[src/gbsa_pkg.sv]
`default_nettype none

package gbsa_pkg;

	localparam int unsigned MAX_BATCHES_DEF = 8;
	localparam int unsigned MAX_SLOTS_DEF   = 32;
	localparam int unsigned SLOT_LIMIT      = 64;

	localparam int unsigned ESIZE_W  = 16;
	localparam int unsigned ASIZE_W  = 17;
	localparam int unsigned OFFSET_W = 21;
	localparam int unsigned BATCH_W  = 3;
	localparam int unsigned SLOT_W   = 5;
	localparam int unsigned STATUS_W = 2;
	localparam int unsigned PADDR_W  = 3;
	localparam int unsigned PDATA_W  = 32;

	localparam logic [ESIZE_W-1:0] ESIZE_RESET = 16'd4;

	// register index, taken from paddr above the byte lanes
	localparam logic [0:0] REG_ELEMENT_SIZE = 1'b0;

	typedef enum logic [0:0] {
		CMD_ALLOC = 1'b0,
		CMD_FREE  = 1'b1
	} gbsa_cmd_t;

	typedef enum logic [STATUS_W-1:0] {
		STATUS_OK      = 2'd0,
		STATUS_NOMEM   = 2'd1,
		STATUS_INVALID = 2'd2
	} gbsa_status_t;

	typedef enum logic [3:0] {
		S_IDLE,
		S_A_RD,
		S_A_CHK,
		S_F_END,
		S_F_CHK,
		S_F_DIV,
		S_F_CLR,
		S_FIN,
		S_RESP
	} gbsa_state_t;

	// bitmap of the slots that exist in batch k: min(2 << k, nslots) low bits
	function automatic logic [SLOT_LIMIT-1:0] slot_mask(input logic [5:0] k,
		input int unsigned nslots);
		logic [SLOT_LIMIT-1:0] m;
		m = '0;
		for (int unsigned i = 0; i < SLOT_LIMIT; i++) begin
			m[i] = (i < nslots) && (((i >> 1) >> k) == 0);
		end
		return m;
	endfunction

	// slot count of batch k: min(2 << k, nslots)
	function automatic logic [6:0] slot_count(input logic [5:0] k,
		input int unsigned nslots);
		int unsigned n;
		if (k >= 6'd6) begin
			n = nslots;
		end else begin
			n = 32'd2 << k;
			if (n > nslots) begin
				n = nslots;
			end
		end
		return 7'(n);
	endfunction

	// element size rounded up to a multiple of four
	function automatic logic [ASIZE_W-1:0] align_size(input logic [ESIZE_W-1:0] es);
		return (ASIZE_W'(es) + ASIZE_W'(3)) & ~ASIZE_W'(3);
	endfunction

endpackage

`default_nettype wire

[src/growing_batch_slot_allocator.sv]
// Slot allocator over a growing set of batches, batch k holding min(2 << k, MAX_SLOTS)
// slots, each batch tracked by a busy bitmap in a small memory.
// Command channel: a word is taken at a rising edge with start high and busy low;
// cmd selects allocate or free, free_batch/free_offset name the slot to free.
// Result channel: done is high for exactly one cycle with status, batch_index,
// slot_index, byte_offset and opened_batch; the receiver cannot stall, so the
// word must be taken in that cycle.
// Steps after the accepting edge, done in the last one:
//   allocate: for each batch scanned, a bitmap memory read, then lowest-free-bit
//   pick and write back.
//   allocate with no open batch, or zero element size: straight to the result.
//   free: a restoring divider turns the byte offset into a slot, one quotient
//   bit a cycle.
//   free with the offset past the batch end: the division is skipped.
//   free of a batch that is not open, or zero element size: straight to the result.
// busy stays high from the accept through the done cycle; the next word can be
// taken in the cycle after done.
// Reset clears the open batch count and sets element_size to 4; bitmaps of
// batches that are not open are never read, so the memory needs no clearing.
// element_size sits at APB byte address 0; the user must write it only while idle (not enforced here).
`default_nettype none

module growing_batch_slot_allocator #(
	parameter int unsigned MAX_BATCHES = gbsa_pkg::MAX_BATCHES_DEF,
	parameter int unsigned MAX_SLOTS   = gbsa_pkg::MAX_SLOTS_DEF
) (
	input  logic                                 clk,
	input  logic                                 arst_n,
	input  logic                                 start,
	output logic                                 busy,
	input  logic                                 cmd,
	input  logic [gbsa_pkg::BATCH_W-1:0]         free_batch,
	input  logic [gbsa_pkg::OFFSET_W-1:0]        free_offset,
	output logic                                 done,
	output logic [gbsa_pkg::STATUS_W-1:0]        status,
	output logic [gbsa_pkg::BATCH_W-1:0]         batch_index,
	output logic [gbsa_pkg::SLOT_W-1:0]          slot_index,
	output logic [gbsa_pkg::OFFSET_W-1:0]        byte_offset,
	output logic                                 opened_batch,
	input  logic                                 psel,
	input  logic                                 penable,
	input  logic                                 pwrite,
	input  logic [gbsa_pkg::PADDR_W-1:0]         paddr,
	input  logic [gbsa_pkg::PDATA_W-1:0]         pwdata,
	output logic [gbsa_pkg::PDATA_W-1:0]         prdata,
	output logic                                 pready
);

	localparam int unsigned AW   = gbsa_pkg::ASIZE_W;
	localparam int unsigned OW   = gbsa_pkg::OFFSET_W;
	localparam int unsigned BIW  = (MAX_BATCHES > 1) ? $clog2(MAX_BATCHES) : 1;
	localparam int unsigned CNTW = $clog2(MAX_BATCHES + 1);
	localparam int unsigned SW   = $clog2(MAX_SLOTS);
	localparam int unsigned CW   = $clog2(MAX_SLOTS + 1);
	localparam int unsigned DW   = AW + SW;
	localparam int unsigned EW   = AW + CW;
	localparam int unsigned PW   = AW + SW;
	localparam int unsigned STW  = (SW > 1) ? $clog2(SW) : 1;
	localparam int unsigned CMPW = (CNTW > gbsa_pkg::BATCH_W) ? CNTW : gbsa_pkg::BATCH_W;
	localparam int unsigned CMW  = (EW > OW) ? EW : OW;
	localparam int unsigned DCW  = (DW > OW) ? DW : OW;

	gbsa_pkg::gbsa_state_t  state_q, state_d;
	logic [gbsa_pkg::ESIZE_W-1:0] esize_q;
	logic [CNTW-1:0]        bcnt_q, bcnt_d;

	// busy bitmaps, one word per batch
	logic [MAX_SLOTS-1:0]   mem [MAX_BATCHES];
	logic [MAX_SLOTS-1:0]   rd_q;
	logic                   mem_we;
	logic [BIW-1:0]         mem_wa;
	logic [MAX_SLOTS-1:0]   mem_wd;
	logic [BIW-1:0]         addr_q, addr_d;

	logic [AW-1:0]          asz_q, asz_d;
	logic [OW-1:0]          rem_q, rem_d;
	logic [DW-1:0]          den_q, den_d;
	logic [SW-1:0]          quo_q, quo_d;
	logic [STW-1:0]         step_q, step_d;
	logic [EW-1:0]          end_q, end_d;

	gbsa_pkg::gbsa_status_t status_q, status_d;
	logic [BIW-1:0]         bidx_q, bidx_d;
	logic [SW-1:0]          sidx_q, sidx_d;
	logic                   opened_q, opened_d;
	logic [OW-1:0]          boff_q, boff_d;

	logic [MAX_SLOTS-1:0]   mask_w;
	logic [MAX_SLOTS-1:0]   free_w;
	logic [SW-1:0]          lo_w;
	logic                   any_w;
	logic [PW-1:0]          prod_w;
	logic                   qbit_w;
	logic                   reg_hit_w;

	// config port
	assign reg_hit_w = (paddr[gbsa_pkg::PADDR_W-1:2] == gbsa_pkg::REG_ELEMENT_SIZE);
	assign pready    = 1'b1;
	assign prdata    = reg_hit_w ? gbsa_pkg::PDATA_W'(esize_q) : '0;

	always_ff @(posedge clk or negedge arst_n) begin
		if (!arst_n) begin
			esize_q <= gbsa_pkg::ESIZE_RESET;
		end else if (psel && penable && pwrite && pready && reg_hit_w) begin
			esize_q <= pwdata[gbsa_pkg::ESIZE_W-1:0];
		end
	end

	// bitmap memory, registered read
	always_ff @(posedge clk) begin
		if (mem_we) begin
			mem[mem_wa] <= mem_wd;
		end
		rd_q <= mem[addr_q];
	end

	// free slots of the batch under scan and the lowest one
	always_comb begin
		mask_w = MAX_SLOTS'(gbsa_pkg::slot_mask(6'(addr_q), MAX_SLOTS));
		free_w = mask_w & ~rd_q;
		any_w  = |free_w;
		lo_w   = '0;
		for (int i = MAX_SLOTS - 1; i >= 0; i--) begin
			if (free_w[i]) begin
				lo_w = SW'(i);
			end
		end
	end

	assign prod_w = PW'(sidx_q) * PW'(asz_q);
	assign qbit_w = (DCW'(rem_q) >= DCW'(den_q));

	always_comb begin
		state_d  = state_q;
		addr_d   = addr_q;
		bcnt_d   = bcnt_q;
		asz_d    = asz_q;
		rem_d    = rem_q;
		den_d    = den_q;
		quo_d    = quo_q;
		step_d   = step_q;
		end_d    = end_q;
		status_d = status_q;
		bidx_d   = bidx_q;
		sidx_d   = sidx_q;
		opened_d = opened_q;
		boff_d   = boff_q;
		mem_we   = 1'b0;
		mem_wa   = addr_q;
		mem_wd   = rd_q;
		done     = 1'b0;
		case (state_q)
			gbsa_pkg::S_IDLE: begin
				if (start) begin
					asz_d    = gbsa_pkg::align_size(esize_q);
					status_d = gbsa_pkg::STATUS_OK;
					bidx_d   = '0;
					sidx_d   = '0;
					opened_d = 1'b0;
					rem_d    = free_offset;
					addr_d   = '0;
					if (cmd == gbsa_pkg::CMD_ALLOC) begin
						if (esize_q == '0) begin
							status_d = gbsa_pkg::STATUS_NOMEM;
							state_d  = gbsa_pkg::S_FIN;
						end else if (bcnt_q == '0) begin
							// nothing open yet: open batch 0 straight away
							mem_we   = 1'b1;
							mem_wa   = '0;
							mem_wd   = MAX_SLOTS'(1);
							bcnt_d   = CNTW'(1);
							opened_d = 1'b1;
							state_d  = gbsa_pkg::S_FIN;
						end else begin
							state_d = gbsa_pkg::S_A_RD;
						end
					end else begin
						if ((CMPW'(free_batch) >= CMPW'(bcnt_q)) || (esize_q == '0)) begin
							status_d = gbsa_pkg::STATUS_INVALID;
							state_d  = gbsa_pkg::S_FIN;
						end else begin
							addr_d  = BIW'(free_batch);
							state_d = gbsa_pkg::S_F_END;
						end
					end
				end
			end
			gbsa_pkg::S_A_RD: begin
				state_d = gbsa_pkg::S_A_CHK;
			end
			gbsa_pkg::S_A_CHK: begin
				if (any_w) begin
					mem_we  = 1'b1;
					mem_wd  = rd_q | (MAX_SLOTS'(1) << lo_w);
					bidx_d  = addr_q;
					sidx_d  = lo_w;
					state_d = gbsa_pkg::S_FIN;
				end else if ((CNTW'(addr_q) + CNTW'(1)) < bcnt_q) begin
					addr_d  = addr_q + BIW'(1);
					state_d = gbsa_pkg::S_A_RD;
				end else if (bcnt_q == CNTW'(MAX_BATCHES)) begin
					status_d = gbsa_pkg::STATUS_NOMEM;
					state_d  = gbsa_pkg::S_FIN;
				end else begin
					// all open slots busy: open the next batch, slot 0 taken
					mem_we   = 1'b1;
					mem_wa   = BIW'(bcnt_q);
					mem_wd   = MAX_SLOTS'(1);
					bidx_d   = BIW'(bcnt_q);
					bcnt_d   = bcnt_q + CNTW'(1);
					opened_d = 1'b1;
					state_d  = gbsa_pkg::S_FIN;
				end
			end
			gbsa_pkg::S_F_END: begin
				end_d   = EW'(asz_q) * EW'(gbsa_pkg::slot_count(6'(addr_q), MAX_SLOTS));
				den_d   = DW'(asz_q) << (SW - 1);
				quo_d   = '0;
				step_d  = STW'(SW - 1);
				state_d = gbsa_pkg::S_F_CHK;
			end
			gbsa_pkg::S_F_CHK: begin
				// offset below batch end keeps the quotient within SW bits
				if (CMW'(rem_q) >= CMW'(end_q)) begin
					status_d = gbsa_pkg::STATUS_INVALID;
					state_d  = gbsa_pkg::S_FIN;
				end else begin
					state_d = gbsa_pkg::S_F_DIV;
				end
			end
			gbsa_pkg::S_F_DIV: begin
				if (qbit_w) begin
					rem_d = rem_q - OW'(den_q);
				end
				quo_d = SW'({quo_q, qbit_w});
				den_d = den_q >> 1;
				if (step_q == '0) begin
					state_d = gbsa_pkg::S_F_CLR;
				end else begin
					step_d = step_q - STW'(1);
				end
			end
			gbsa_pkg::S_F_CLR: begin
				if (rem_q != '0) begin
					status_d = gbsa_pkg::STATUS_INVALID;
				end else begin
					mem_we = 1'b1;
					mem_wd = rd_q & ~(MAX_SLOTS'(1) << quo_q);
				end
				state_d = gbsa_pkg::S_FIN;
			end
			gbsa_pkg::S_FIN: begin
				boff_d  = OW'(prod_w);
				state_d = gbsa_pkg::S_RESP;
			end
			gbsa_pkg::S_RESP: begin
				done    = 1'b1;
				state_d = gbsa_pkg::S_IDLE;
			end
			default: begin
				state_d = gbsa_pkg::S_IDLE;
			end
		endcase
	end

	always_ff @(posedge clk or negedge arst_n) begin
		if (!arst_n) begin
			state_q <= gbsa_pkg::S_IDLE;
			bcnt_q  <= '0;
		end else begin
			state_q <= state_d;
			bcnt_q  <= bcnt_d;
		end
	end

	always_ff @(posedge clk) begin
		addr_q   <= addr_d;
		asz_q    <= asz_d;
		rem_q    <= rem_d;
		den_q    <= den_d;
		quo_q    <= quo_d;
		step_q   <= step_d;
		end_q    <= end_d;
		status_q <= status_d;
		bidx_q   <= bidx_d;
		sidx_q   <= sidx_d;
		opened_q <= opened_d;
		boff_q   <= boff_d;
	end

	assign busy         = (state_q != gbsa_pkg::S_IDLE);
	assign status       = status_q;
	assign batch_index  = gbsa_pkg::BATCH_W'(bidx_q);
	assign slot_index   = gbsa_pkg::SLOT_W'(sidx_q);
	assign byte_offset  = boff_q;
	assign opened_batch = opened_q;

`ifndef SYNTHESIS
	a_accept_busy: assert property (@(posedge clk) disable iff (!arst_n)
		start && !busy |=> busy)
		else $error("accepted word did not raise busy");

	a_done_pulse: assert property (@(posedge clk) disable iff (!arst_n)
		done |=> !done && !busy)
		else $error("done strobe longer than one cycle");

	a_error_fields: assert property (@(posedge clk) disable iff (!arst_n)
		done && (status != gbsa_pkg::STATUS_OK) |->
		(batch_index == '0) && (slot_index == '0) && (byte_offset == '0) && !opened_batch)
		else $error("nonzero fields on error result");

	a_open_slot0: assert property (@(posedge clk) disable iff (!arst_n)
		done && opened_batch |->
		(status == gbsa_pkg::STATUS_OK) && (slot_index == '0) && (byte_offset == '0))
		else $error("opened batch did not return slot 0");

	a_bcnt_step: assert property (@(posedge clk) disable iff (!arst_n)
		(bcnt_q != $past(bcnt_q)) |-> (bcnt_q == $past(bcnt_q) + CNTW'(1)))
		else $error("batch count moved by other than one");

	a_bcnt_max: assert property (@(posedge clk) disable iff (!arst_n)
		bcnt_q <= CNTW'(MAX_BATCHES))
		else $error("batch count beyond limit");
`endif

endmodule

`default_nettype wire
[config.mk]
export PLATFORM = sky130hd
export DESIGN_NAME = growing_batch_slot_allocator
export DESIGN_NICKNAME = d
export VERILOG_FILES = /design/src/gbsa_pkg.sv /design/src/growing_batch_slot_allocator.sv
export SDC_FILE = /design/constraint.sdc
export NUM_CORES = 1
export LEC_CHECK = 0
export BUFFER_PORTS_ARGS = -buffer_cell sky130_fd_sc_hd__buf_2
export CORE_MARGIN = 10
export CORE_UTILIZATION = 50
export DETAILED_ROUTE_END_ITERATION = 12
export GPL_ROUTABILITY_DRIVEN = 0
export GPL_TIMING_DRIVEN = 1
export PLACE_DENSITY = 0.71
export RECOVER_POWER = 50
export SETUP_SLACK_MARGIN = 0.3
export SLEW_MARGIN = 30
export SYNTH_ARGS = -nofsm -noshare
export SYNTH_HDL_FRONTEND = slang
export SYNTH_SLANG_ARGS = --single-unit
[constraint.sdc]
create_clock -name clk -period 14.7 [get_ports clk]
set_input_delay 0.735 -clock clk [delete_from_list [all_inputs] [get_ports clk]]
set_output_delay 0.735 -clock clk [all_outputs]
set_load 0.05 [all_outputs]
### Word level (Yosys, flattened, before mapping)

Memories as Yosys holds them, arrays and structs flattened. A register that Yosys moved wholly into a read port is not among the register bits.
Cells that the tools add are included.

* reduce and logical (&&, ||, !) cells: 41
* magnitude comparators: 6
* eq/ne operators: 26
* multiply operators: 2
* add/subtract/negate cells: 6
* shift-type cells: 19
* bitwise logic cells: 6
* mux-type cells: 119

Operators with widths (count)
* $logic_not 32->1: 16
* $mux 32: 8
* $shr 4x3->32 const A: 8
* $mux 5: 34
* $shr 3x3->32 const A: 4
* $pmux 32 s3: 1
* $mux 3: 22
* $and 32x32->32: 2
* $not 32->32: 2
* $shl 1x5->32 const A: 2
* $shr 1x3->32 const A: 2
* $shr 2x3->32 const A: 2
* $pmux 22 s2: 1
* $mux 21: 2
* $pmux 21 s2: 1
* $mux 4: 10
* $gt 32x6->1 const B: 1
* $or 32x32->32: 1
* $pmux 4 s8: 1
* $reduce_or 32->1: 1
* $shl 2x3->32 const A: 1
* $ne 2x2->1 const B: 15
* $pmux 3 s2: 4
* $ge 21x23->1: 1
* 41 further kinds: 83

* register bits: 144
* output and inout bits: 67
* input port bits: 66
* RAM bits: 256
* memories: 1

Memories
* mem: depth 8, width 32, read ports 1, clocked after Yosys merged registers in 1, write ports 1, RTL line growing_batch_slot_allocator.sv:68 `logic [MAX_SLOTS-1:0] mem [MAX_BATCHES];`

### Logic depth before layout (Yosys ltp)

* depth in word-level cells: 39
* depth in mapped cells: 25
* gate-level depth less buffers: 22

### Least setup slack after synthesis

Ideal clock, no wire load.

* path type: register to register
* start point: register addr_q[0]
* end point: register end_q[21] (data pin)
* clock period less this slack: 6.266 ns
* arrival time: 6.086 ns
* stages on the path, launching flop included: 24
* library setup time: 0.180 ns
* required time: 14.520 ns
* path slack: 8.434 ns
* path through: edfxtp_1 -> buf_2 -> buf_1 -> inv_1 -> ha_1 -> buf_4 -> nor4_1 -> o21bai_1 -> nor2_1 -> nand2_1 -> fa_1 -> fa_1 -> fa_1 -> inv_1 -> ha_1 -> fa_1 -> a21o_1 -> a21oi_1 -> nor2b_1 -> o21ai_0 -> a21oi_1 -> a2111oi_0 -> nor2_1 -> o311ai_1

* word-level cells in the longest chain between the ends: 6
* elaborated cells on any way between the ends: 7

Ends and longest elaborated chain
* start, declared: RTL line growing_batch_slot_allocator.sv:73 `logic [BIW-1:0] addr_q, addr_d;`
* start signal, assigned: RTL line growing_batch_slot_allocator.sv:277 `addr_q <= addr_d;`
* $shl 2x3->32: RTL line gbsa_pkg.sv:64 `n = 32'd2 << k;`
* $gt 32x6->1: RTL line gbsa_pkg.sv:65 `if (n > nslots) begin`
* $mux 7: RTL line gbsa_pkg.sv:65
* $mux 7 *: RTL line gbsa_pkg.sv:61 `if (k >= 6'd6) begin`
* $mux 7 *: RTL line growing_batch_slot_allocator.sv:152 `case (state_q)`
* $mul 15x7->21 *: RTL line growing_batch_slot_allocator.sv:216 `end_d = EW'(asz_q) * EW'(gbsa_pkg::slot_count(6'(addr_q), MAX_SLOTS));`
* end signal, assigned: RTL line growing_batch_slot_allocator.sv:283 `end_q <= end_d;`
* end, declared: RTL line growing_batch_slot_allocator.sv:80 `logic [EW-1:0] end_q, end_d;`

Every way passes the cells marked *; elsewhere a longest branch is shown, timed or not. The select of a mux whose other input is x is not followed.
A chain may end at the register's enable or synchronous reset.

### Worst setup path after layout

* start point: register addr_q[2]
* end point: register end_q[21] (data pin)

The elaborated chain is that of the path after synthesis.

==> results.toml <==
[placement]
postPlaceCellArea_um2 = 25820
port_buffers = 95
place_inst = 2790
dpl.hpwl_mm = 40.00

[worst_setup_path]
cp.required_ps = 15100
worst-path-max-fanout = 66
critPathTopFamily = "buffers and inverters"
cpPeakStageDelay_ps = 2510
worst-setup-path-type = "flop to flop"
start_kind = "flop"
slowest_stage = "clkbuf_1"
crit_path_cell_trace = "clkbuf_1, inv_1, buf_4, o21bai_1, clkbuf_1, nor2_1, buf_4, nand2_1, fa_1, fa_1, fa_1, inv_1, ha_1, fa_1, a21o_1, a21oi_1, nor2b_1, o21ai_0, a21oi_1, a2111oi_0, nor2_1, o311ai_1"
cpMostUsedCell = "fa_1"
path_buf_inv = 6
cp.arrival_ps = 11200
end_kind = "flop"

[pwr]
peakVddDrop_uv = 123.2
powerDensity_nw_per_um2 = 248.8
sw_frac_of_total = 0.4185
intPower_mw = 3.936
p_leak_nw = 10.87
pwr-share-seq = 0.314
p_sw_mw = 2.833
clkPwrFrac = 0.177
comb_power_share = 0.509

[finish]
final_cell_mix = "374 x edfxtp_1, 295 x nand2_1, 176 x inv_1"
layout_commonest_cell = "edfxtp_1"
stdcell_area_um2 = 27210
layout.cells.non_filler = 2877
n_antenna_cell = 0
nFillCells = 4099
seq_area_um2 = 12470
drive_above_1_share = 0.1139
nNetsFinal = 2460
multi_input_area_um2 = 11090
syn2layout_area_growth_pct = 10.31

[clock_network]
ctsResizeCount = 0
clk_latency_ps = 590
htree_levels = 2
cts_tree = "yes"
cts_setup_buffers = 0
clk_pin_slew_ps = 60
cts_max_path_buffers = 3
cts_made_buffers = 46
cts_sinks = 430
root_buffer = "clkbuf_16"
hold_buffers = 0

[global_routing]
grt_pass1_wl_mm = 91.56
grt.overflow.total = 0
antenna_found_initial = 0
grt_max_degree = 83
grt_usage = 0.1952
grt_pass1_vias = 16650

[yosys]
synth_ff_type = "edfxtp_1"
synth_seq_cells = 430
synth-edff-count = 374
ys_warn_count = 0
syn_inst = 2083
ys_types = 94
avgSynthCellArea_um2 = 11.84
syn-cell-area_um2 = 24660
seq_area_frac_synth = 0.5058
synthArstFlopShare = 0.05581

[route]
drc = 0
drtIter0Drc = 1592
drt-pass1-iter-count = 6
viasPerCell = 5.733
drt-wirelength-per-cell_um = 20.14
ant_nets = 0
wl_mm = 57.93
vias = 16500

[timing]
hold_viol_final = 0
slew_headroom = -1.408
fin_skew_ps = 16.28
drv_slew = 212
setup-tns-final_ps = 0
finalCritPeriodShare = 0.7349
hold_slack_ps = 381.1
tightest_slew_ps = 3612
period_needed_ps = 10800
rsz0062_at_grt = "false"
finalSetupViolations = 0
fmax_ghz = 0.09257

[floorplan]
start_util = 0.5049
pin_count = 133
die_area_um2 = 58610
core_area_um2 = 48850
row_count = 81
die_h_um = 242.1
die_w_um = 242.1

[run_status]
status = "finished, violations left"
violations = "max-capacitance violations, max-slew violations"

[flow_run]
cap_violations = 5

[min_path]
hp-class = "primary input to flop"
metal layers:
layer / wire length, um / GRT usage / vias up
li1: - / - / 7575
met1: 23850 / 0.2499 / 8173
met2: 28350 / 0.3320 / 618
met3: 3895 / 0.02855 / 129
met4: 1842 / 0.07120 / 0
met5: 0 / 0 / -
cell families after synthesis:
logic type / synth area share
other: 0.0003045
buffers and inverters: 0.04703
AO/OA/AOI/OAI: 0.08554
adder cells (fa/ha/maj): 0.1388
multiplexers: 0.06621
AND/OR/NAND/NOR: 0.1351
XOR/XNOR: 0.02131
flip-flops: 0.5058
per-stage QoR:
stage / util / worst slack, ps / power [mW]
final: 0.5569 / 3898 / 6.769
after global placement: 0.5278 / 7419 / 5.487
after detailed placement: 0.5286 / 7202 / 5.600
after floorplan: - / 8434 / 4.746
after global routing: 0.5569 / 3189 / 7.275
after CTS: 0.5612 / 7149 / 6.826
cell type report:
type,instances,share of cell area
timing repair buffer,119,0.02070
clock buffer,62,0.04834
multi-input combinational,1402,0.4076
sequential,430,0.4585
inverter,176,0.02428
tap,664,0.03054
clock inverter,24,0.01007
registers in the layout, summed over array words and instances, names as in the netlist:
name and flops:
batch_index 3, addr_q 3, den_q 21, bcnt_q 4, byte_offset 19, quo_q 5
opened_batch 1, esize_q 16, status 2, rem_q 21, mem 256, slot_index 5
step_q 3, asz_q 15, state_q 4, rd_q 32, end_q 20
worst reg2reg max path, stage by stage (launching register included):
cell and delay, ps:
edfxtp_1 320, clkbuf_1 2510, inv_1 1590, buf_4 600, o21bai_1 190, clkbuf_1 590, nor2_1 80, buf_4 220
nand2_1 100, fa_1 450, fa_1 530, fa_1 540, inv_1 40, ha_1 330, fa_1 480, a21o_1 180
a21oi_1 240, nor2b_1 80, o21ai_0 210, a21oi_1 150, a2111oi_0 700, nor2_1 180, o311ai_1 290
synth_stat cells, drive strengths merged (6+ instances only):
cell type | count | area (um2)
o21bai | 8 | 60.06
nor2b | 26 | 162.7
or3 | 9 | 56.30
o21a | 24 | 180.2
a31oi | 10 | 68.81
nor4 | 16 | 127.6
nor3 | 39 | 210.2
a211oi | 8 | 65.06
nor3b | 11 | 98.84
mux4 | 64 | 1441
or2 | 8 | 50.06
fa | 91 | 1822
o22ai | 11 | 68.82
ha | 128 | 1602
o21ai | 108 | 551.8
nand3 | 31 | 155.2
nand2 | 296 | 1114
nand4 | 15 | 100.1
xnor2 | 40 | 350.3
nand2b | 12 | 75.07
edfxtp | 374 | 11230
nor2 | 101 | 391.6
and3 | 27 | 168.9
xor2 | 20 | 175.2
a21o | 16 | 120.1
o211ai | 6 | 45.04
o31ai | 11 | 82.58
nand3b | 8 | 60.06
a22o | 8 | 70.07
inv | 176 | 660.6
dfxtp | 32 | 640.6
and2 | 57 | 359.1
buf | 48 | 281.5
a21oi | 84 | 424.2
clkbuf | 58 | 217.7
dfrtp | 23 | 575.6
mux2 | 17 | 191.4
power by group through the flow:
| stage | Clock [mW] | Sequential (mW) | Combinational, mW |
|---|---|---|---|
| 2_1_floorplan | 0 | 2.14 | 2.61 |
| 3_3_place_gp | 0 | 2.13 | 3.35 |
| 3_5_place_dp | 0 | 2.14 | 3.46 |
| 4_1_cts | 1.22 | 2.12 | 3.49 |
| 5_1_grt | 1.27 | 2.15 | 3.85 |
| 6_report | 1.20 | 2.13 | 3.44 |
worst paths after layout:
kind / from / end / slack [ps] / depth (start not counted)
max: addr_q[2] / end_q[21] / 3900 / 22
min: pwdata[7] / esize_q[7] / 380 / 2
max reg2reg: addr_q[2] / end_q[21] / 3900 / 22
min reg2reg: bcnt_q[3] / bcnt_q[3] / 530 / 1
max in group asynchronous: arst_n / bcnt_q[3] / 13360 / 1
min in group asynchronous: arst_n / esize_q[11] / 480 / 1
Note: power is estimated with default switching activity, not from simulation.
